===== config.mk =====
export PLATFORM = sky130hd
export DESIGN_NAME = weighted_random_entry_select_top_flat
export DESIGN_NICKNAME = d
export VERILOG_FILES = /design/src/sv/wres_pkg.sv /design/src/sv/wres_if.sv /design/src/sv/wres_ctrl.sv /design/src/sv/wres_dpath.sv /design/src/sv/weighted_random_entry_select_top.sv /design/src/flat_wrapper.sv
export SDC_FILE = /design/constraint.sdc
export NUM_CORES = 1
export LEC_CHECK = 0
export ABC_CLOCK_PERIOD_IN_PS = 6300
export BUFFER_PORTS_ARGS = -buffer_cell sky130_fd_sc_hd__buf_2
export CORE_MARGIN = 3
export CORE_UTILIZATION = 52
export CTS_CLUSTER_SIZE = 28
export DETAILED_ROUTE_END_ITERATION = 6
export GPL_ROUTABILITY_DRIVEN = 0
export MAX_ROUTING_LAYER = met4
export PLACE_DENSITY_LB_ADDON = 0.05
export SLEW_MARGIN = 25
export SYNTH_ARGS = -nofsm -noshare
export SYNTH_HDL_FRONTEND = slang
export SYNTH_SLANG_ARGS = --single-unit

===== constraint.sdc =====
create_clock -name clock -period 6.3 [get_ports clock]
set_clock_uncertainty 0.05 [all_clocks]
set_input_delay 1.26 -clock clock [delete_from_list [all_inputs] [get_ports clock]]
set_output_delay 1.26 -clock clock [all_outputs]
set_load 0.01 [all_outputs]

===== src/sv/wres_pkg.sv =====
`timescale 1ns / 1ps
// -----------------------------------------------------------------------------
// Weighted random entry select package
// Field widths, action codes, parameter defaults and the command and status
// groups shared by the controller and the datapath.
// -----------------------------------------------------------------------------
package wres_pkg;

   localparam int SLOT_COUNT_DEF  = 16;
   localparam int WEIGHT_BITS_DEF = 16;
   localparam int RANDOM_BITS_DEF = 32;

   localparam int INDEX_BITS     = 4;
   localparam int IN_WEIGHT_BITS = 16;
   localparam int IN_RANDOM_BITS = 32;
   localparam int TOTAL_OUT_BITS = 20;

   localparam logic ACTION_WRITE  = 1'b0;
   localparam logic ACTION_SELECT = 1'b1;

   typedef struct packed {
      logic write;
      logic load;
      logic read;
      logic scan;
      logic mul_init;
      logic mul_step;
      logic capture;
   } cmd_type;

   typedef struct packed {
      logic slot_last;
      logic mul_last;
   } status_type;

endpackage


===== src/sv/wres_if.sv =====
`timescale 1ns / 1ps
// -----------------------------------------------------------------------------
// Weighted random entry select channels
// Valid/ready channels for request beats and response beats.
// -----------------------------------------------------------------------------
interface wres_req_if;
   logic                                 valid;
   logic                                 ready;
   logic                                 action;
   logic [wres_pkg::INDEX_BITS-1:0]      slot_index;
   logic [wres_pkg::IN_WEIGHT_BITS-1:0]  slot_weight;
   logic                                 slot_needs_desktop;
   logic                                 desktop_connected;
   logic                                 exclude_valid;
   logic [wres_pkg::INDEX_BITS-1:0]      exclude_slot;
   logic [wres_pkg::IN_RANDOM_BITS-1:0]  random_word;

   modport source (
      output valid, action, slot_index, slot_weight, slot_needs_desktop,
             desktop_connected, exclude_valid, exclude_slot, random_word,
      input  ready
   );
   modport sink (
      input  valid, action, slot_index, slot_weight, slot_needs_desktop,
             desktop_connected, exclude_valid, exclude_slot, random_word,
      output ready
   );
endinterface

interface wres_rsp_if;
   logic                                 valid;
   logic                                 ready;
   logic                                 found;
   logic [wres_pkg::INDEX_BITS-1:0]      chosen_slot;
   logic [wres_pkg::TOTAL_OUT_BITS-1:0]  weight_total;

   modport source (
      output valid, found, chosen_slot, weight_total,
      input  ready
   );
   modport sink (
      input  valid, found, chosen_slot, weight_total,
      output ready
   );
endinterface


===== src/sv/wres_ctrl.sv =====
`timescale 1ns / 1ps
// -----------------------------------------------------------------------------
// Weighted random entry select controller
// Sequences the sum pass, the serial multiply, the scan pass and the
// response register for each select beat.
// -----------------------------------------------------------------------------
module wres_ctrl (
   input  logic                 clock,
   input  logic                 reset,
   input  logic                 req_valid,
   input  logic                 req_action,
   output logic                 req_ready,
   input  logic                 rsp_ready,
   output logic                 rsp_valid,
   output wres_pkg::cmd_type    cmd,
   input  wres_pkg::status_type status
);

   typedef enum logic [7:0] {
      ST_IDLE      = 8'b0000_0001,
      ST_SUM       = 8'b0000_0010,
      ST_SUM_END   = 8'b0000_0100,
      ST_MUL_SETUP = 8'b0000_1000,
      ST_MUL       = 8'b0001_0000,
      ST_SCAN      = 8'b0010_0000,
      ST_SCAN_END  = 8'b0100_0000,
      ST_RESULT    = 8'b1000_0000
   } state_type;

   state_type state_ff;
   state_type state_in;
   logic      rsp_valid_ff;
   logic      rsp_valid_in;
   logic      accept;

   assign req_ready = (state_ff == ST_IDLE);
   assign accept    = req_valid && req_ready;
   assign rsp_valid = rsp_valid_ff;

   always_comb begin
      state_in = state_ff;
      cmd      = '0;
      case (state_ff)
         ST_IDLE: begin
            if (accept) begin
               if (req_action == wres_pkg::ACTION_SELECT) begin
                  cmd.load = 1'b1;
                  state_in = ST_SUM;
               end else begin
                  cmd.write = 1'b1;
               end
            end
         end
         ST_SUM: begin
            cmd.read = 1'b1;
            if (status.slot_last) begin
               state_in = ST_SUM_END;
            end
         end
         ST_SUM_END: begin
            state_in = ST_MUL_SETUP;
         end
         ST_MUL_SETUP: begin
            cmd.mul_init = 1'b1;
            state_in     = ST_MUL;
         end
         ST_MUL: begin
            cmd.mul_step = 1'b1;
            if (status.mul_last) begin
               state_in = ST_SCAN;
            end
         end
         ST_SCAN: begin
            cmd.read = 1'b1;
            cmd.scan = 1'b1;
            if (status.slot_last) begin
               state_in = ST_SCAN_END;
            end
         end
         ST_SCAN_END: begin
            state_in = ST_RESULT;
         end
         ST_RESULT: begin
            if (!rsp_valid_ff || rsp_ready) begin
               cmd.capture = 1'b1;
               state_in    = ST_IDLE;
            end
         end
         default: begin
            state_in = ST_IDLE;
         end
      endcase
   end

   assign rsp_valid_in = cmd.capture || (rsp_valid_ff && !rsp_ready);

   always_ff @(posedge clock) begin
      if (reset) begin
         state_ff     <= ST_IDLE;
         rsp_valid_ff <= 1'b0;
      end else begin
         state_ff     <= state_in;
         rsp_valid_ff <= rsp_valid_in;
      end
   end

   a_select_blocks_input: assert property (@(posedge clock) disable iff (reset)
      (accept && req_action == wres_pkg::ACTION_SELECT) |=> !req_ready)
      else $error("A select beat did not close the input channel.");

   a_rsp_from_result: assert property (@(posedge clock) disable iff (reset)
      $rose(rsp_valid_ff) |-> $past(state_ff == ST_RESULT))
      else $error("A response beat appeared outside the result state.");

   a_rsp_held: assert property (@(posedge clock) disable iff (reset)
      (rsp_valid_ff && !rsp_ready) |=> rsp_valid_ff)
      else $error("A stalled response beat was dropped.");

endmodule


===== src/sv/wres_dpath.sv =====
`timescale 1ns / 1ps
// -----------------------------------------------------------------------------
// Weighted random entry select datapath
// Holds the slot table, sums eligible weights, scales the random word with a
// serial shift-add multiplier and scans for the selected slot.
// -----------------------------------------------------------------------------
module wres_dpath #(
   parameter int SLOT_COUNT  = wres_pkg::SLOT_COUNT_DEF,
   parameter int WEIGHT_BITS = wres_pkg::WEIGHT_BITS_DEF,
   parameter int RANDOM_BITS = wres_pkg::RANDOM_BITS_DEF
) (
   input  logic                                 clock,
   input  logic                                 reset,
   input  wres_pkg::cmd_type                    cmd,
   output wres_pkg::status_type                 status,
   input  logic [wres_pkg::INDEX_BITS-1:0]      req_slot_index,
   input  logic [wres_pkg::IN_WEIGHT_BITS-1:0]  req_slot_weight,
   input  logic                                 req_slot_needs_desktop,
   input  logic                                 req_desktop_connected,
   input  logic                                 req_exclude_valid,
   input  logic [wres_pkg::INDEX_BITS-1:0]      req_exclude_slot,
   input  logic [wres_pkg::IN_RANDOM_BITS-1:0]  req_random_word,
   output logic                                 rsp_found,
   output logic [wres_pkg::INDEX_BITS-1:0]      rsp_chosen_slot,
   output logic [wres_pkg::TOTAL_OUT_BITS-1:0]  rsp_weight_total
);

   localparam int SLOT_BITS  = $clog2(SLOT_COUNT);
   localparam int TOTAL_BITS = WEIGHT_BITS + SLOT_BITS;
   localparam int MULT_BITS  = TOTAL_BITS + 1;
   localparam int MCNT_BITS  = $clog2(RANDOM_BITS);
   localparam int CMP_BITS   = (SLOT_BITS > wres_pkg::INDEX_BITS) ?
                               SLOT_BITS : wres_pkg::INDEX_BITS;

   logic [WEIGHT_BITS:0]              entry_mem [SLOT_COUNT];
   logic [SLOT_COUNT-1:0]             entry_valid_ff;
   logic                              wr_in_range;
   logic [SLOT_BITS-1:0]              wr_addr;

   logic [WEIGHT_BITS:0]              rd_entry_ff;
   logic                              rd_hit_ff;
   logic [SLOT_BITS-1:0]              rd_idx_ff;
   logic                              data_vld_ff;
   logic                              scan_ff;

   logic [SLOT_BITS-1:0]              slot_cnt_ff;
   logic [MCNT_BITS-1:0]              mul_cnt_ff;

   logic                              desk_ff;
   logic                              excl_valid_ff;
   logic [wres_pkg::INDEX_BITS-1:0]   excl_ff;
   logic [RANDOM_BITS-1:0]            rnd_ff;
   logic [RANDOM_BITS-1:0]            rnd_sh_ff;

   logic [TOTAL_BITS-1:0]             total_ff;
   logic [TOTAL_BITS-1:0]             total_in;
   logic                              any_ff;
   logic [SLOT_BITS-1:0]              first_ff;

   logic [MULT_BITS-1:0]              mplier_ff;
   logic [MULT_BITS-1:0]              hi_ff;
   logic [MULT_BITS-1:0]              hi_in;
   logic [MULT_BITS:0]                mul_sum;

   logic [TOTAL_BITS-1:0]             running_ff;
   logic [TOTAL_BITS-1:0]             running_in;
   logic                              hit_ff;
   logic [SLOT_BITS-1:0]              chosen_ff;

   logic                              found_ff;
   logic [wres_pkg::INDEX_BITS-1:0]   chosen_out_ff;
   logic [wres_pkg::TOTAL_OUT_BITS-1:0] total_out_ff;

   logic [WEIGHT_BITS-1:0]            rd_weight;
   logic                              rd_flag;
   logic                              excluded;
   logic                              eligible;
   logic                              sum_take;
   logic                              scan_take;
   logic                              reach;

   assign wr_in_range = (32'(req_slot_index) < 32'(SLOT_COUNT));
   assign wr_addr     = SLOT_BITS'(req_slot_index);

   always_ff @(posedge clock) begin
      if (cmd.write && wr_in_range) begin
         entry_mem[wr_addr] <= {req_slot_needs_desktop, WEIGHT_BITS'(req_slot_weight)};
      end
      if (cmd.read) begin
         rd_entry_ff <= entry_mem[slot_cnt_ff];
         rd_hit_ff   <= entry_valid_ff[slot_cnt_ff];
         rd_idx_ff   <= slot_cnt_ff;
      end
   end

   assign rd_weight = rd_hit_ff ? rd_entry_ff[WEIGHT_BITS-1:0] : '0;
   assign rd_flag   = rd_hit_ff && rd_entry_ff[WEIGHT_BITS];
   assign excluded  = excl_valid_ff && (CMP_BITS'(rd_idx_ff) == CMP_BITS'(excl_ff));
   assign eligible  = (rd_weight != '0) && !excluded && !(rd_flag && !desk_ff);
   assign sum_take  = data_vld_ff && !scan_ff && eligible;
   assign scan_take = data_vld_ff && scan_ff && eligible && !hit_ff;

   assign total_in   = total_ff + TOTAL_BITS'(rd_weight);
   assign running_in = running_ff + TOTAL_BITS'(rd_weight);
   assign mul_sum    = {1'b0, hi_ff} + (rnd_sh_ff[0] ? {1'b0, mplier_ff} : '0);
   assign hi_in      = mul_sum[MULT_BITS:1];
   assign reach      = ({1'b0, running_in} >= hi_ff);

   assign status.slot_last = (slot_cnt_ff == SLOT_BITS'(SLOT_COUNT - 1));
   assign status.mul_last  = (mul_cnt_ff == MCNT_BITS'(RANDOM_BITS - 1));

   always_ff @(posedge clock) begin
      if (reset) begin
         entry_valid_ff <= '0;
         data_vld_ff    <= 1'b0;
         scan_ff        <= 1'b0;
         slot_cnt_ff    <= '0;
         mul_cnt_ff     <= '0;
         any_ff         <= 1'b0;
         hit_ff         <= 1'b0;
      end else begin
         if (cmd.write && wr_in_range) begin
            entry_valid_ff[wr_addr] <= 1'b1;
         end
         data_vld_ff <= cmd.read;
         scan_ff     <= cmd.scan;
         if (cmd.load) begin
            slot_cnt_ff <= '0;
            any_ff      <= 1'b0;
         end else begin
            if (cmd.read) begin
               slot_cnt_ff <= status.slot_last ? '0 : slot_cnt_ff + 1'b1;
            end
            if (sum_take) begin
               any_ff <= 1'b1;
            end
         end
         if (cmd.mul_init) begin
            mul_cnt_ff <= '0;
            hit_ff     <= 1'b0;
         end else begin
            if (cmd.mul_step) begin
               mul_cnt_ff <= status.mul_last ? '0 : mul_cnt_ff + 1'b1;
            end
            if (scan_take && reach) begin
               hit_ff <= 1'b1;
            end
         end
      end
   end

   always_ff @(posedge clock) begin
      if (cmd.load) begin
         desk_ff       <= req_desktop_connected;
         excl_valid_ff <= req_exclude_valid;
         excl_ff       <= req_exclude_slot;
         rnd_ff        <= RANDOM_BITS'(req_random_word);
         total_ff      <= '0;
      end else if (sum_take) begin
         total_ff <= total_in;
         if (!any_ff) begin
            first_ff <= rd_idx_ff;
         end
      end
      if (cmd.mul_init) begin
         hi_ff      <= '0;
         mplier_ff  <= {1'b0, total_ff} + MULT_BITS'(1);
         rnd_sh_ff  <= rnd_ff;
         running_ff <= '0;
      end else if (cmd.mul_step) begin
         hi_ff     <= hi_in;
         rnd_sh_ff <= rnd_sh_ff >> 1;
      end
      if (scan_take) begin
         running_ff <= running_in;
         if (reach) begin
            chosen_ff <= rd_idx_ff;
         end
      end
      if (cmd.capture) begin
         found_ff      <= any_ff;
         chosen_out_ff <= any_ff ?
                          wres_pkg::INDEX_BITS'(hit_ff ? chosen_ff : first_ff) : '0;
         total_out_ff  <= any_ff ? wres_pkg::TOTAL_OUT_BITS'(total_ff) : '0;
      end
   end

   assign rsp_found        = found_ff;
   assign rsp_chosen_slot  = chosen_out_ff;
   assign rsp_weight_total = total_out_ff;

   a_mul_bound: assert property (@(posedge clock) disable iff (reset)
      cmd.mul_step |-> (hi_ff < mplier_ff))
      else $error("Multiplier partial result reached the multiplicand.");

   a_selected_in_range: assert property (@(posedge clock) disable iff (reset)
      (cmd.capture && any_ff) |-> (hi_ff <= {1'b0, total_ff}))
      else $error("Scaled random value exceeds the weight total.");

   a_scan_hits: assert property (@(posedge clock) disable iff (reset)
      (cmd.capture && any_ff) |-> hit_ff)
      else $error("Scan pass ended without reaching the scaled random value.");

endmodule


===== src/sv/weighted_random_entry_select_top.sv =====
`timescale 1ns / 1ps
// -----------------------------------------------------------------------------
// Weighted random entry select
// Roulette wheel selection over a table of weighted slots.
// -----------------------------------------------------------------------------
// Request beats on req_chan either load one slot (action write) or ask for a
// selection (action select). A write gives no response beat; a write to a
// slot beyond the table is dropped.
// A select gives exactly one response beat on rsp_chan: found, the chosen
// slot and the sum of the eligible weights. The input channel stays closed
// from the accepted select until its result is captured in the output
// register: one pass over the slot memory to sum the weights, one shift-add
// step per random bit to scale the random word, and a second pass over the
// slot memory to find the selected slot.
// The response sits in an output register. While the receiver stalls, the
// block keeps accepting writes and may start the next select; that select
// waits in its last step until the pending response beat is taken.
// Synchronous reset clears every slot's valid bit, so all slots read as weight
// zero and nothing is eligible until written. It drops any response in flight.
// -----------------------------------------------------------------------------
module weighted_random_entry_select_top #(
   parameter int SLOT_COUNT  = wres_pkg::SLOT_COUNT_DEF,
   parameter int WEIGHT_BITS = wres_pkg::WEIGHT_BITS_DEF,
   parameter int RANDOM_BITS = wres_pkg::RANDOM_BITS_DEF
) (
   input logic          clock,
   input logic          reset,
   wres_req_if.sink     req_chan,
   wres_rsp_if.source   rsp_chan
);

   wres_pkg::cmd_type    cmd;
   wres_pkg::status_type status;

   wres_ctrl u_ctrl (
      .clock      (clock),
      .reset      (reset),
      .req_valid  (req_chan.valid),
      .req_action (req_chan.action),
      .req_ready  (req_chan.ready),
      .rsp_ready  (rsp_chan.ready),
      .rsp_valid  (rsp_chan.valid),
      .cmd        (cmd),
      .status     (status)
   );

   wres_dpath #(
      .SLOT_COUNT  (SLOT_COUNT),
      .WEIGHT_BITS (WEIGHT_BITS),
      .RANDOM_BITS (RANDOM_BITS)
   ) u_dpath (
      .clock                  (clock),
      .reset                  (reset),
      .cmd                    (cmd),
      .status                 (status),
      .req_slot_index         (req_chan.slot_index),
      .req_slot_weight        (req_chan.slot_weight),
      .req_slot_needs_desktop (req_chan.slot_needs_desktop),
      .req_desktop_connected  (req_chan.desktop_connected),
      .req_exclude_valid      (req_chan.exclude_valid),
      .req_exclude_slot       (req_chan.exclude_slot),
      .req_random_word        (req_chan.random_word),
      .rsp_found              (rsp_chan.found),
      .rsp_chosen_slot        (rsp_chan.chosen_slot),
      .rsp_weight_total       (rsp_chan.weight_total)
   );

endmodule


===== src/flat_wrapper.sv =====
// flat-port wrapper written by rule: the top's interface ports become plain ports
module weighted_random_entry_select_top_flat 
#(
   parameter int SLOT_COUNT  = wres_pkg::SLOT_COUNT_DEF,
   parameter int WEIGHT_BITS = wres_pkg::WEIGHT_BITS_DEF,
   parameter int RANDOM_BITS = wres_pkg::RANDOM_BITS_DEF
)
  (clock, reset, req_chan_valid, req_chan_action, req_chan_slot_index, req_chan_slot_weight, req_chan_slot_needs_desktop, req_chan_desktop_connected, req_chan_exclude_valid, req_chan_exclude_slot, req_chan_random_word, req_chan_ready, rsp_chan_valid, rsp_chan_found, rsp_chan_chosen_slot, rsp_chan_weight_total, rsp_chan_ready);
  wres_req_if req_chan_i ();
  wres_rsp_if rsp_chan_i ();
  input logic clock;
  input logic reset;
  input wire logic [$bits(req_chan_i.valid)-1:0] req_chan_valid;
  input wire logic [$bits(req_chan_i.action)-1:0] req_chan_action;
  input wire logic [$bits(req_chan_i.slot_index)-1:0] req_chan_slot_index;
  input wire logic [$bits(req_chan_i.slot_weight)-1:0] req_chan_slot_weight;
  input wire logic [$bits(req_chan_i.slot_needs_desktop)-1:0] req_chan_slot_needs_desktop;
  input wire logic [$bits(req_chan_i.desktop_connected)-1:0] req_chan_desktop_connected;
  input wire logic [$bits(req_chan_i.exclude_valid)-1:0] req_chan_exclude_valid;
  input wire logic [$bits(req_chan_i.exclude_slot)-1:0] req_chan_exclude_slot;
  input wire logic [$bits(req_chan_i.random_word)-1:0] req_chan_random_word;
  output wire logic [$bits(req_chan_i.ready)-1:0] req_chan_ready;
  output wire logic [$bits(rsp_chan_i.valid)-1:0] rsp_chan_valid;
  output wire logic [$bits(rsp_chan_i.found)-1:0] rsp_chan_found;
  output wire logic [$bits(rsp_chan_i.chosen_slot)-1:0] rsp_chan_chosen_slot;
  output wire logic [$bits(rsp_chan_i.weight_total)-1:0] rsp_chan_weight_total;
  input wire logic [$bits(rsp_chan_i.ready)-1:0] rsp_chan_ready;
  assign req_chan_i.valid = req_chan_valid;
  assign req_chan_i.action = req_chan_action;
  assign req_chan_i.slot_index = req_chan_slot_index;
  assign req_chan_i.slot_weight = req_chan_slot_weight;
  assign req_chan_i.slot_needs_desktop = req_chan_slot_needs_desktop;
  assign req_chan_i.desktop_connected = req_chan_desktop_connected;
  assign req_chan_i.exclude_valid = req_chan_exclude_valid;
  assign req_chan_i.exclude_slot = req_chan_exclude_slot;
  assign req_chan_i.random_word = req_chan_random_word;
  assign req_chan_ready = req_chan_i.ready;
  assign rsp_chan_valid = rsp_chan_i.valid;
  assign rsp_chan_found = rsp_chan_i.found;
  assign rsp_chan_chosen_slot = rsp_chan_i.chosen_slot;
  assign rsp_chan_weight_total = rsp_chan_i.weight_total;
  assign rsp_chan_i.ready = rsp_chan_ready;
  weighted_random_entry_select_top #(.SLOT_COUNT(SLOT_COUNT), .WEIGHT_BITS(WEIGHT_BITS), .RANDOM_BITS(RANDOM_BITS)) u_core (.clock(clock), .reset(reset), .req_chan(req_chan_i), .rsp_chan(rsp_chan_i));
endmodule

Yosys cells after proc, flatten, opt, wreduce, memory -nomap -nowiden

Memory sizes are Yosys's and may differ from the RTL's. A register that Yosys moved wholly into a read port is not among the register bits.
Cells that the tools add are included.

Word-level logic and storage cells: 120
Output and inout port bits: 27
Bits in registers: 228
Memories kept: 1
Memory bits (writable): 272

Add/subtract/negate cells: 6
Bitwise gates (word level): 3
Magnitude comparators: 4
Reduce and logical (&&, ||, !) cells: 32
Multiplexer cells: 32
Equality and inequality tests: 17

Memories:

| memory                   | words | bits a word | rd ports | clocked after Yosys merged registers in | wr ports | RTL line         | RTL |
|---|---|---|---|---|---|---|---|
| u_core.u_dpath.entry_mem | 16    | 17          | 1        | 1                                       | 1        | wres_dpath.sv:35 | `logic [WEIGHT_BITS:0] entry_mem [SLOT_COUNT];` |

Operators with widths:

| cell                                                                          | count |
|---|---|
| 32-bit 2-to-1 mux                                                             | 2 |
| 8-bit case mux with 8 select lines                                            | 1 |
| 8-bit 2-to-1 mux                                                              | 6 |
| 20-bit by 16-bit adder with 20-bit output                                     | 2 |
| 20-bit 2-to-1 mux                                                             | 2 |
| 21-bit by 21-bit adder with 22-bit output                                     | 1 |
| 20-bit by 1-bit adder with 21-bit output (second input constant)              | 1 |
| 20-bit by 21-bit greater-or-equal comparator with 1-bit output                | 1 |
| 21-bit 2-to-1 mux                                                             | 1 |
| 16-bit 2-to-1 mux                                                             | 1 |
| 16-bit bitwise OR                                                             | 1 |
| 16-bit nonzero test                                                           | 1 |
| 1-bit logical AND                                                             | 14 |
| 1-bit 2-to-1 mux                                                              | 12 |
| 4-bit by 5-bit less-than comparator with 1-bit output (second input constant) | 2 |
| 2-bit != test (second input constant)                                         | 5 |
| 8-bit by 1-bit == test with 1-bit output (second input constant)              | 1 |
| 8-bit by 2-bit == test with 1-bit output (second input constant)              | 1 |
| 8-bit by 3-bit == test with 1-bit output (second input constant)              | 1 |
| 8-bit by 4-bit == test with 1-bit output (second input constant)              | 1 |
| 8-bit by 5-bit == test with 1-bit output (second input constant)              | 1 |
| 8-bit by 6-bit == test with 1-bit output (second input constant)              | 1 |
| 8-bit by 7-bit == test with 1-bit output (second input constant)              | 1 |
| 8-bit == test (second input constant)                                         | 1 |
| other kinds (20)                                                              | 33 |

Logic depth before layout (Yosys ltp)

Gate-level depths: netlist of the first run.

Word-level depth: 8
Gate-level depth with buffers: 24
Gate-level depth less buffers: 20

Modules after synthesis

Synthesis of the first run repeated with hierarchy kept, for this count alone.

Cell total of the unflattened synthesis: 1554
Area total of the unflattened synthesis: 23128.4 um2

By module, submodules not included:

| module     | cells each | area an instance (um2) | times used |
|---|---|---|---|
| wres_dpath | 1488       | 22559.1                | 1 |
| wres_ctrl  | 66         | 569.3                  | 1 |

Worst setup path after synthesis of the first run

Ideal clock, no wire load.

Path type: reg2reg
From: reg u_core.u_dpath.rd_hit_ff
To: reg u_core.u_dpath.hit_ff
Setup time: 115 ps
Arrival time: 4741 ps
Path buffers: 4
Setup slack: 1394 ps
Required time: 6135 ps
Clock period less this slack: 4906 ps
Cell stages (with the launch flop): 24
Cell sequence: edfxtp_1 > buf_4 > buf_2 > buf_2 > clkbuf_1 > and2_1 > ha_1 > ha_1 > a21oi_1 > a2111oi_2 > o22ai_1 > a2bb2oi_1 > maj3_2 > o21ai_0 > maj3_1 > a21oi_1 > xnor2_1 > ha_1 > nand4_1 > nor3_1 > o311ai_0 > a21boi_0 > o31a_1 > o21ba_2

Elaborated cells between the ends (all ways): 12
Classes of those cells: 1 x add/sub; 1 x order compare; 1 x mux; 9 x reduce/logical

RTL lines:

| what                                                           | RTL line          | RTL |
|---|---|---|
| start, declared                                                | wres_dpath.sv:41  | `logic rd_hit_ff;` |
| start signal, assigned                                         | wres_dpath.sv:91  | `rd_hit_ff <= entry_valid_ff[slot_cnt_ff];` |
| 16-bit 2-to-1 mux                                              | wres_dpath.sv:96  | `assign rd_weight = rd_hit_ff ? rd_entry_ff[WEIGHT_BITS-1:0] : '0;` |
| 20-bit by 16-bit adder with 20-bit output                      | wres_dpath.sv:104 | `assign running_in = running_ff + TOTAL_BITS'(rd_weight);` |
| via u_core.u_dpath.running_in[12]                              | wres_dpath.sv:66  | `logic [TOTAL_BITS-1:0] running_in;` |
| 20-bit by 21-bit greater-or-equal comparator with 1-bit output | wres_dpath.sv:107 | `assign reach = ({1'b0, running_in} >= hi_ff);` |
| 1-bit logical AND                                              | wres_dpath.sv:145 | `if (scan_take && reach) begin` |
| end signal, assigned                                           | wres_dpath.sv:120 | `hit_ff <= 1'b0;` |
| end signal, assigned                                           | wres_dpath.sv:140 | `hit_ff <= 1'b0;` |
| end signal, assigned                                           | wres_dpath.sv:146 | `hit_ff <= 1'b1;` |
| end, declared                                                  | wres_dpath.sv:67  | `logic hit_ff;` |

The timed path passes the listed nets, and every way through them passes these cells.
A chain may end at the register's enable or synchronous reset.

Worst setup path after layout of the first run

Same ends and word-level chain as after synthesis.

==> metrics.cfg, run 1 <==
[run_status]
run_status=completed

[yosys]
async_flop_share_pct=0
yosys.cell_count.top_type=sky130_fd_sc_hd__edfxtp_1
synth-warning-count=0
yosys_most_used_dff=sky130_fd_sc_hd__edfxtp_1
synth.lib_cells_used.distinct=75
seq_area_frac_synth_pct=64.6
synthesis.instances=1606
syn-mean-instance-area_um2=14.2
number_of_enable_type_register_cells_in_the_synthesized_netlist=438
synth.cells.most_frequent=438 x sky130_fd_sc_hd__edfxtp_1, 171 x sky130_fd_sc_hd__nand2_1, 109 x sky130_fd_sc_hd__nor2_1, 90 x sky130_fd_sc_hd__mux4_2, 79 x sky130_fd_sc_hd__dfxtp_1
ys_ff_latch=517
synthesis.nets=1735
synth_top_area_share_pct=57.6
yosys.area.top_type=sky130_fd_sc_hd__edfxtp_1
synth.area.top_cells=sky130_fd_sc_hd__edfxtp_1 58%, sky130_fd_sc_hd__mux4_2 8.9%, sky130_fd_sc_hd__dfxtp_1 6.9%, sky130_fd_sc_hd__ha_1 3.5%, sky130_fd_sc_hd__nand2_1 2.8%
syn-cell-area_um2=22800

[worst_setup_path]
worst_ep_required_time_ps=6730
critical_path.n_buffers_inverters=0
capture_point_of_the_worst_path=u_core.u_dpath.hit_ff
endpoint_kind=flop
timing.rr.end=u_core.u_dpath.hit_ff
crit_chain=and2_1 > ha_1 > ha_1 > a21oi_1 > a2111oi_2 > o22ai_1 > a2bb2oi_1 > maj3_2 > o21ai_0 > maj3_1 > a21oi_1 > xnor2_1 > ha_1 > nand4_1 > nor3_1 > o311ai_0 > a21boi_0 > o31a_1 > o21ba_2
critical_path_peak_fanout=12
crit_top_cell=sky130_fd_sc_hd__ha_1
worst_setup_path_start_kind=flop
regToRegSetupSlack_ps=1370
rr_startpoint=u_core.u_dpath.rd_hit_ff
worst_r2r_path_depth=19
crit_type=flop to flop
cpPeakStageDelay_ps=530
worst-endpoint-arrival_ps=5360
crit_path_start=u_core.u_dpath.rd_hit_ff
cpLargestDelayFamily=compound AO/OA/AOI/OAI gates
path_depth=19
cell_type_of_the_slowest_stage_on_the_worst_timing_path=sky130_fd_sc_hd__edfxtp_1

[drt]
final_antenna_net_count=0
number_of_vias_per_cell_after_detailed_routing=5.54
firstDrtPassIters=5
drcViolationCount=0
initialDrtViolationCount=852
wirelength_um=47400
detailroute.via_count=12900
drt-wirelength-per-cell_um=20.4

[cells_and_area]
num-nets-final=1829
multi_input_comb_area_um2=7720
fillerInstances=3425
layout-drive-gt1-share_pct=18.3
antenna_cells_inserted=0
area_delta_synth_final_pct=12.6
final-seq-area_um2=14700

[floorplan]
placeableCoreArea_um2=43200
floorplan.io_pins=91
fp-row-count=76
initial_utilization_pct=52.9
vertical_die_dimension_um=215
die_width_um=215
design.die.area_um2=46400

[clock_tree]
cts.htree.levels=2
clock_path_buffers=3
cts_resized=0
tritoncts_num_sinks=517
tritoncts.num_buffers=53
clk_pin_slew_ps=60
clk_root_buffer_cell=sky130_fd_sc_hd__clkbuf_16
tritoncts=yes
post_cts_hold_buffer_count=0
clock_latency_ps=600
post-cts-setup-buffer-count=0

[pwr]
pwr_density_cell_nw_per_um2=268
power_mw=6.90
ir_worst_vdd_uv=241
power_leakage_nw=8.90

[sta]
achievable-frequency_ghz=0.203
tightest_slew_ps=921
final_hold_viol_count=0
timing.final.setup_violations=0
maxSlewViolCount=0
finalCriticalPeriod_ps=4930
headroom_to_the_max_slew_limit_pct=38.5
grt_setup_unrepaired=false
tns_ps=0
timing.final.crit_share_pct=78.2

[grt]
vias_in_the_first_global_route=12700
grt_max_degree=67
grt_first_pass_wirelength_um=73000
global_route.usage.total_pct=21.0
grt_antenna_before_repair=0
grt-ovfl-total=0

[place]
dp_hpwl_um=29600
count_of_input_and_output_buffers=90

[job]
drv.max_cap_violation_count=0

[worst_hold_path]
hp-class=flop to flop

-- report_power, final --
| group | internal [mW] | leakage, nW | total, mW | switching (mW) |
|---|---|---|---|---|
| logic | 0.0501 | 3.45 | 0.141 | 0.0914 |
| clock network | 1.75 | 0.811 | 3.01 | 1.27 |
| registers | 3.73 | 4.64 | 3.74 | 0.0129 |
| total | 5.53 | 8.90 | 6.90 | 1.37 |
-- cell usage in the layout (no fill, tap or decap), types with 55 or more instances in the layout --
cell / synthesis / routed
sky130_fd_sc_hd__edfxtp_1: 438 / 438
sky130_fd_sc_hd__nand2_1: 171 / 170
sky130_fd_sc_hd__xnor2_1: 55 / 55
sky130_fd_sc_hd__a21oi_1: 70 / 70
sky130_fd_sc_hd__buf_2: 10 / 90
sky130_fd_sc_hd__nor2_1: 109 / 97
sky130_fd_sc_hd__and2_1: 56 / 56
sky130_fd_sc_hd__dfxtp_1: 79 / 77
sky130_fd_sc_hd__mux4_2: 90 / 90
sky130_fd_sc_hd__ha_1: 64 / 64
-- cells by family (layout without fill, tap and decap cells) --
| family | count (synthesis) | count (layout) | share of synthesized area (%) |
|---|---|---|---|
| DFF | 517 | 517 | 64.6 |
| buffers and inverters | 120 | 255 | 2.05 |
| xor gates and xnor gates | 88 | 88 | 3.41 |
| adders and majority gates | 71 | 71 | 3.87 |
| AOI/OAI and AO/OA | 215 | 215 | 6.25 |
| muxes | 103 | 103 | 9.46 |
| and+or+nand+nor | 492 | 492 | 10.4 |
-- worst reg2reg max path, delay by kind of cell, from the launching register on --
kind / cells / cell delay, ps
fa+ha+maj: 5 / 1390
simple gates: 3 / 370
compound gates: 10 / 2320
flops: 1 / 530
xor+xnor: 1 / 160
-- sequential cells by signal, summed over array words and instances (netlist names), 4 cells and up --
signal	count
u_core.u_dpath.total_ff	20
u_core.u_dpath.entry_valid_ff	16
u_core.u_dpath.mplier_ff	21
u_core.u_dpath.mul_cnt_ff	5
u_core.u_dpath.first_ff	4
u_core.u_dpath.rd_entry_ff	17
u_core.u_ctrl.state_ff	8
u_core.u_dpath.rsp_weight_total	20
u_core.u_dpath.chosen_ff	4
u_core.u_dpath.excl_ff	4
u_core.u_dpath.rsp_chosen_slot	4
u_core.u_dpath.rnd_ff	32
u_core.u_dpath.slot_cnt_ff	4
u_core.u_dpath.rnd_sh_ff	32
u_core.u_dpath.hi_ff	21
u_core.u_dpath.rd_idx_ff	4
u_core.u_dpath.entry_mem	272
u_core.u_dpath.running_ff	20
-- metal layers --
| layer | wire [um] | vias up | GRT usage [%] | part of all wire (%) |
|---|---|---|---|---|
| li1 | - | 6232 | - | - |
| met1 | 20500 | 6330 | 27.1 | 43 |
| met2 | 24100 | 253 | 35.6 | 51 |
| met3 | 1850 | 65 | 3.01 | 3.9 |
| met4 | 929 | 0 | 5.51 | 2.0 |
| met5 | 0 | - | - | 0 |
-- per-stage QoR --
stage                     std cells  utilization (%)  instance area [um2]  hold slack, ps  worst slack, ps
after floorplan                1606                -                22800             385             1390
after global placement         2228             55.5                24000             395             1390
after detailed placement       2228             55.5                24000             403             1330
after CTS                      2324             59.4                25600             417             1300
after global routing           2326             59.5                25700             444             1080
final                          2326             59.5                25700             419             1370
-- area by class of cell --
| type | count | share of cell area [%] |
|---|---|---|
| clock buffers | 72 | 5.56 |
| clock inverters | 24 | 0.940 |
| inverters | 45 | 0.658 |
| multi-input cells | 969 | 30.1 |
| flip-flops and latches | 517 | 57.4 |
| well taps | 585 | 2.85 |
| repair buffers | 114 | 2.55 |
-- worst min path at each step --
stage                                                  from                                end  slack (ps)  cells past startpoint
after floorplan           u_core.u_dpath.entry_valid_ff[10]  u_core.u_dpath.entry_valid_ff[10]         380                      2
after detailed placement  u_core.u_dpath.entry_valid_ff[15]  u_core.u_dpath.entry_valid_ff[15]         400                      2
after CTS                 u_core.u_dpath.entry_valid_ff[15]  u_core.u_dpath.entry_valid_ff[15]         420                      2
after global placement     u_core.u_dpath.entry_valid_ff[5]   u_core.u_dpath.entry_valid_ff[5]         400                      2
after global routing           u_core.u_dpath.mul_cnt_ff[4]       u_core.u_dpath.mul_cnt_ff[4]         440                      2
final                     u_core.u_dpath.entry_valid_ff[15]  u_core.u_dpath.entry_valid_ff[15]         420                      2
Note: power is estimated with default switching activity, not from simulation.
==> run 2: changes to the inputs <==
Settings changed: ABC_CLOCK_PERIOD_IN_PS 6300 to 4400.
Clock period 6.3 ns to 4.4 ns, I/O delays scaled along.
==> run 2 against run 1 <==
Against the previous run:
- total power increased by 43%
- sequential power grew 43%
- sequential share of layout area shrank 0.59 points
- utilization up 0.62 points
- die area is the same
- largest power group unchanged
==> metrics.cfg, run 2 (synthesis results as in run 1) <==
[place]
count_of_input_and_output_buffers=90  ; unchanged
placement_setup_slack_ps=-120  ; -1450 ps
dp_hpwl_um=31900  ; +7.9%
dpl_cell_area_um2=24200  ; +0.85%

[worst_setup_path]
rr_startpoint=u_core.u_dpath.rd_hit_ff
timing.rr.end=u_core.u_dpath.hit_ff
worst_r2r_path_depth=16  ; -3
endpoint_kind=flop
regToRegSetupSlack_ps=90  ; -1290 ps
crit_type=flop to flop
crit_path_start=u_core.u_dpath.rd_hit_ff
critical_path_peak_fanout=5  ; -7
worst-endpoint-arrival_ps=4740  ; -620 ps
worst_ep_required_time_ps=4830  ; -1900 ps
worst_setup_path_start_kind=flop

[clock_tree]
tritoncts=yes
clock_path_buffers=3  ; unchanged
clk_root_buffer_cell=sky130_fd_sc_hd__clkbuf_16
post_cts_hold_buffer_count=0  ; unchanged
tritoncts_num_sinks=517  ; unchanged
clock_latency_ps=610  ; about the same
cts.htree.levels=2  ; unchanged
tritoncts.num_buffers=53  ; unchanged
clk_pin_slew_ps=60  ; about the same

[pwr]
sequentialPowerShare_pct=54.2  ; about the same
pwr-share-clk_pct=43.7  ; about the same
power.net_switching_mw=1.99  ; +46%
ir_worst_vdd_uv=354  ; +47%
power.switching_fraction_pct=20.2  ; +0.32 points
share_of_total_power_in_combinational_logic_pct=2.1  ; about the same
power_leakage_nw=9.08  ; +2.0%
internal-power_mw=7.88  ; +43%
pwr_density_cell_nw_per_um2=381  ; +42%

[drt]
drcViolationCount=0  ; unchanged
wirelength_um=48400  ; +2.1%
final_antenna_net_count=0  ; unchanged
initialDrtViolationCount=976  ; +15%
firstDrtPassIters=7  ; +2
detailroute.via_count=13100  ; +1.9%
number_of_vias_per_cell_after_detailed_routing=5.58  ; +0.69%
drt-wirelength-per-cell_um=20.5  ; +0.82%

[cells_and_area]
area_delta_synth_final_pct=13.7
layout.cell_area.non_filler_um2=26000  ; +1.0%
layout-drive-gt1-share_pct=20.8  ; +2.4 points
final_common_cell=sky130_fd_sc_hd__edfxtp_1
largest_reg_flops=272  ; unchanged
fillerInstances=3354  ; -2.1%
top_register=u_core.u_dpath.entry_mem
final_cell_mix=438 x sky130_fd_sc_hd__edfxtp_1, 170 x sky130_fd_sc_hd__nand2_1, 97 x sky130_fd_sc_hd__nor2_1, 90 x sky130_fd_sc_hd__mux4_2, 90 x sky130_fd_sc_hd__buf_2
layout_top_registers=u_core.u_dpath.entry_mem (272), u_core.u_dpath.rnd_ff (32), u_core.u_dpath.rnd_sh_ff (32)
num-nets-final=1853  ; +1.3%

[sta]
maxSlewViolCount=0  ; unchanged
post-route-worst-setup-slack_ps=88.1  ; -1290 ps
achievable-frequency_ghz=0.232  ; +14%
finalCriticalPeriod_ps=4310  ; -614 ps
headroom_to_the_max_slew_limit_pct=35.9  ; -2.6 points
hold_slack_ps=407  ; -11.8 ps
timing.final.crit_share_pct=98.0  ; +20 points
final_hold_viol_count=0  ; unchanged
grt_setup_unrepaired=true
tightest_slew_ps=959  ; +38.1 ps
timing.final.setup_violations=0  ; unchanged

[grt]
global_route.usage.total_pct=21.7  ; +0.69 points
grt_antenna_before_repair=1  ; +1
grt_max_degree=67  ; unchanged
vias_in_the_first_global_route=13200  ; +3.6%
grt-ovfl-total=0  ; unchanged
grt_first_pass_wirelength_um=75600  ; +3.6%

[worst_hold_path]
worst_hold_path.endpoint=u_core.u_dpath.rnd_ff[27]
holdPathStages=1  ; -1
hp-class=input port to flop
hold_path.startpoint=req_chan_random_word[27]

[floorplan]
initial_utilization_pct=52.9  ; unchanged
vertical_die_dimension_um=215  ; unchanged
die_width_um=215  ; unchanged
placeableCoreArea_um2=43200  ; unchanged
design.die.area_um2=46400  ; unchanged
floorplan.io_pins=91  ; unchanged
fp-row-count=76  ; unchanged

[run_status]
run_status=completed

[job]
drv.max_cap_violation_count=0  ; unchanged

==> run 2: cell count changes in the layout (fill, tap and decap cells not counted), moves of 6 or more <==
cell                       change
sky130_fd_sc_hd__nor2_4        -6
sky130_fd_sc_hd__clkinv_2      +7
sky130_fd_sc_hd__buf_4        +24
sky130_fd_sc_hd__nor2_2        +6
==> run 2: critical path, cell delays in order, from the launching register on <==
cell and delay [ps]:
sky130_fd_sc_hd__edfxtp_1 470, sky130_fd_sc_hd__and2_4 210, sky130_fd_sc_hd__ha_4 160, sky130_fd_sc_hd__ha_4 150
sky130_fd_sc_hd__a21oi_2 50, sky130_fd_sc_hd__a2111oi_4 340, sky130_fd_sc_hd__o22ai_2 140, sky130_fd_sc_hd__a2bb2oi_2 160
sky130_fd_sc_hd__maj3_2 340, sky130_fd_sc_hd__o31a_1 300, sky130_fd_sc_hd__o2111ai_2 250, sky130_fd_sc_hd__nand3_2 120
sky130_fd_sc_hd__xnor2_2 210, sky130_fd_sc_hd__ha_1 270, sky130_fd_sc_hd__a2111o_1 380, sky130_fd_sc_hd__o31a_1 370
sky130_fd_sc_hd__o21ba_2 220
==> run 2: power by group through the flow <==
| stage | clock (mW) | combinational [mW] | sequential [mW] |
|---|---|---|---|
| final | 4.32 | 0.206 | 5.36 |
| after global routing | 4.61 | 0.228 | 5.36 |
| after CTS | 4.43 | 0.209 | 5.36 |
| after detailed placement | 0 | 0.208 | 5.46 |
| after global placement | 0 | 0.202 | 5.46 |
| after floorplan | 0 | 0.107 | 5.46 |
==> run 2: metal layers <==
metal	track usage, %	share of wire, %
met1	27.7	43
met2	37.3	51
met3	3.04	4.0
met4	5.27	1.9
met5	-	0
==> run 2: area by class of cell <==
type / instances / area, um2 / area share, %
sequential: 517 / 14700 / 56.8
multi-input combinational: 969 / 7790 / 30.0
clock buffer: 72 / 1480 / 5.70
timing repair buffer: 138 / 836 / 3.22
tap: 585 / 732 / 2.82
clock inverter: 27 / 203 / 0.781
inverter: 45 / 169 / 0.651
antenna: 2 / 5.00 / 0.0193
==> run 2: how the worst max path moves through the flow <==
stage / end / slack [ps] / cells after the start
3_3_place_gp: u_core.u_dpath.hit_ff / -30 / 20
3_5_place_dp: u_core.u_dpath.hit_ff / -120 / 20
6_report: u_core.u_dpath.hit_ff / 90 / 16
4_1_cts: u_core.u_dpath.hit_ff / 30 / 20
2_1_floorplan: u_core.u_dpath.hit_ff / -70 / 24
5_1_grt: u_core.u_dpath.hit_ff / -50 / 20
==> run 2: per-stage QoR <==
step	std cells	utilization, %	total power [mW]	TNS (ps)
after floorplan	1606	-	5.56	-136
after global placement	2247	56.0	5.66	-28.7
after detailed placement	2247	56.0	5.67	-370
after CTS	2348	60.0	9.99	0
after global routing	2354	60.1	10.2	-57.6
final	2355	60.1	9.88	0
==> run 2: timing repair <==
action,4_1_cts,5_1_grt
setup endpoints to repair,5,5
resized for setup,4,2
pin swaps,5,9
buffers inserted,2,5
==> run 3: changes to the inputs <==
Settings changed: CTS_CLUSTER_SIZE 28 to 12, PLACE_DENSITY_LB_ADDON 0.05 to 0.1.
==> run 3 against run 2 <==
Against the previous run:
- final cell count unchanged
- fmax is 0.28% higher
- worst setup slack improved by 12 ps
- die area did not move
- combinational power barely moved
- hold slack got worse by 14 ps
- global-route usage shrank 0.11 points
- routed wire length is 0.87% lower
- non-clock buffer count increased by 1
- critical endpoint unchanged
- largest cell class unchanged
==> metrics.cfg, run 3 (synthesis results as in run 1) <==
[run_status]
run_status=completed

[cells_and_area]
final-seq-area_um2=14700  ; unchanged
final_cell_mix=438 x sky130_fd_sc_hd__edfxtp_1, 170 x sky130_fd_sc_hd__nand2_1, 97 x sky130_fd_sc_hd__nor2_1, 90 x sky130_fd_sc_hd__mux4_2, 90 x sky130_fd_sc_hd__buf_2
layout-drive-gt1-share_pct=20.4  ; -0.40 points
top_register=u_core.u_dpath.entry_mem
fillerInstances=3375  ; +0.63%
multi_input_comb_area_um2=7780  ; -0.18%
utilization_pct=60.0  ; -0.12 points
area_delta_synth_final_pct=13.5
num-nets-final=1855  ; +0.11%
largest_reg_flops=272  ; unchanged
final_common_cell=sky130_fd_sc_hd__edfxtp_1
layout_top_registers=u_core.u_dpath.entry_mem (272), u_core.u_dpath.rnd_ff (32), u_core.u_dpath.rnd_sh_ff (32)

[floorplan]
vertical_die_dimension_um=215  ; unchanged
placeableCoreArea_um2=43200  ; unchanged
fp-row-count=76  ; unchanged
initial_utilization_pct=52.9  ; unchanged
design.die.area_um2=46400  ; unchanged
floorplan.io_pins=91  ; unchanged
die_width_um=215  ; unchanged

[clock_tree]
clock_path_buffers=3  ; unchanged
tritoncts_num_sinks=517  ; unchanged
clk_root_buffer_cell=sky130_fd_sc_hd__clkbuf_16
clock_latency_ps=620  ; about the same
tritoncts.num_buffers=54  ; +1.9%
tritoncts=yes
post_cts_hold_buffer_count=0  ; unchanged
cts.htree.levels=2  ; unchanged
clk_pin_slew_ps=60  ; about the same

[pwr]
power_leakage_nw=9.03  ; -0.51%
pwr_density_cell_nw_per_um2=377  ; -0.91%
power_mw=9.77  ; -1.1%
ir_worst_vdd_uv=423  ; +20%

[grt]
vias_in_the_first_global_route=13400  ; +1.8%
global_route.usage.total_pct=21.6  ; -0.11 points
grt_antenna_before_repair=2  ; +1
grt_first_pass_wirelength_um=75500  ; -0.14%
grt_max_degree=67  ; unchanged
grt-ovfl-total=0  ; unchanged

[worst_setup_path]
crit_chain=and2_4 > ha_4 > ha_4 > a21oi_4 > a2111oi_4 > o22ai_1 > a2bb2oi_2 > maj3_2 > o21bai_1 > xor2_1 > ha_1 > a21oi_2 > nor2b_1 > o21ai_1 > a21boi_1 > o21a_1 > o311ai_2 > a21boi_1 > o31a_1 > o21ba_2
cell_type_of_the_slowest_stage_on_the_worst_timing_path=sky130_fd_sc_hd__edfxtp_1
worst-endpoint-arrival_ps=4740  ; about the same
crit_type=flop to flop
endpoint_kind=flop
worst_setup_path_start_kind=flop
worst_ep_required_time_ps=4840  ; about the same
critical_path_peak_fanout=5  ; unchanged
cpPeakStageDelay_ps=430  ; -40 ps

[place]
count_of_input_and_output_buffers=90  ; unchanged
dp_hpwl_um=31000  ; -2.9%
placement_setup_slack_ps=-17.7  ; +102 ps

[drt]
drcViolationCount=0  ; unchanged
initialDrtViolationCount=1019  ; +4.4%
firstDrtPassIters=5  ; -2
final_antenna_net_count=0  ; unchanged
wirelength_um=47900  ; -0.87%
drt-wirelength-per-cell_um=20.4  ; -0.87%
detailroute.via_count=13200  ; +0.83%
number_of_vias_per_cell_after_detailed_routing=5.62  ; +0.83%

[sta]
post-route-worst-setup-slack_ps=100  ; +11.9 ps
timing.final.crit_share_pct=97.7  ; -0.27 points
finalCriticalPeriod_ps=4300  ; -11.9 ps
timing.final.setup_violations=0  ; unchanged
final_hold_viol_count=0  ; unchanged
headroom_to_the_max_slew_limit_pct=36.0  ; +0.15 points
tightest_slew_ps=957  ; -2.26 ps
achievable-frequency_ghz=0.233  ; +0.28%
maxSlewViolCount=0  ; unchanged
grt_setup_unrepaired=true

[job]
drv.max_cap_violation_count=0  ; unchanged

[worst_hold_path]
hp-class=input port to flop

run 3: per-layer routing:
metal | track usage, % | share of wire [%]
met2 | 35.4 | 50
met1 | 28.5 | 44
met5 | - | 0
met3 | 3.14 | 4.4
met4 | 6.50 | 2.3
run 3: through the flow:
stage,area (um2),TNS [ps],hold WS (ps),std cells
floorplan,22900,-136,385,1606
global route,25900,-284,359,2355
finish,25900,0,393,2355
CTS,25900,0,350,2350
global placement,24200,0,396,2251
detailed placement,24200,-17.7,408,2251
run 3: timing repair:
action                                  CTS  global route
endpoints found under the setup margin    5             5
buffers inserted                          1             3
pin swaps                                 3            13
gates resized for setup                   2             3
run 3: cell type report:
class	instances	area share (%)
clock inverters	16	0.517
multi-input cells	969	30.0
clock buffers	82	5.85
diodes	2	0.0193
inverters	45	0.652
flip-flops and latches	517	56.9
well taps	585	2.83
repair buffers	139	3.21
run 3: critical path: cells and delay by family, from the launching register on:
family	cells	cell delay [ps]
compound gates	13	2280
xor+xnor	1	220
fa+ha+maj	4	970
flops	1	430
simple gates	2	240
run 3: path summary, 6_finish.rpt:
check	slack, ps	depth (start not counted)	startpoint	to
worst max-delay path	100	20	u_core.u_dpath.rd_hit_ff	u_core.u_dpath.hit_ff
worst min-delay path	390	1	req_chan_random_word[26]	u_core.u_dpath.rnd_ff[26]
worst max register to register	100	20	u_core.u_dpath.rd_hit_ff	u_core.u_dpath.hit_ff
worst min register to register	420	2	u_core.u_dpath.entry_valid_ff[13]	u_core.u_dpath.entry_valid_ff[13]
run 3: power breakdown:
part	internal, mW	switching (mW)
registers	5.34	0.0196
clock network	2.38	1.82
logic	0.0736	0.131
total	7.80	1.98
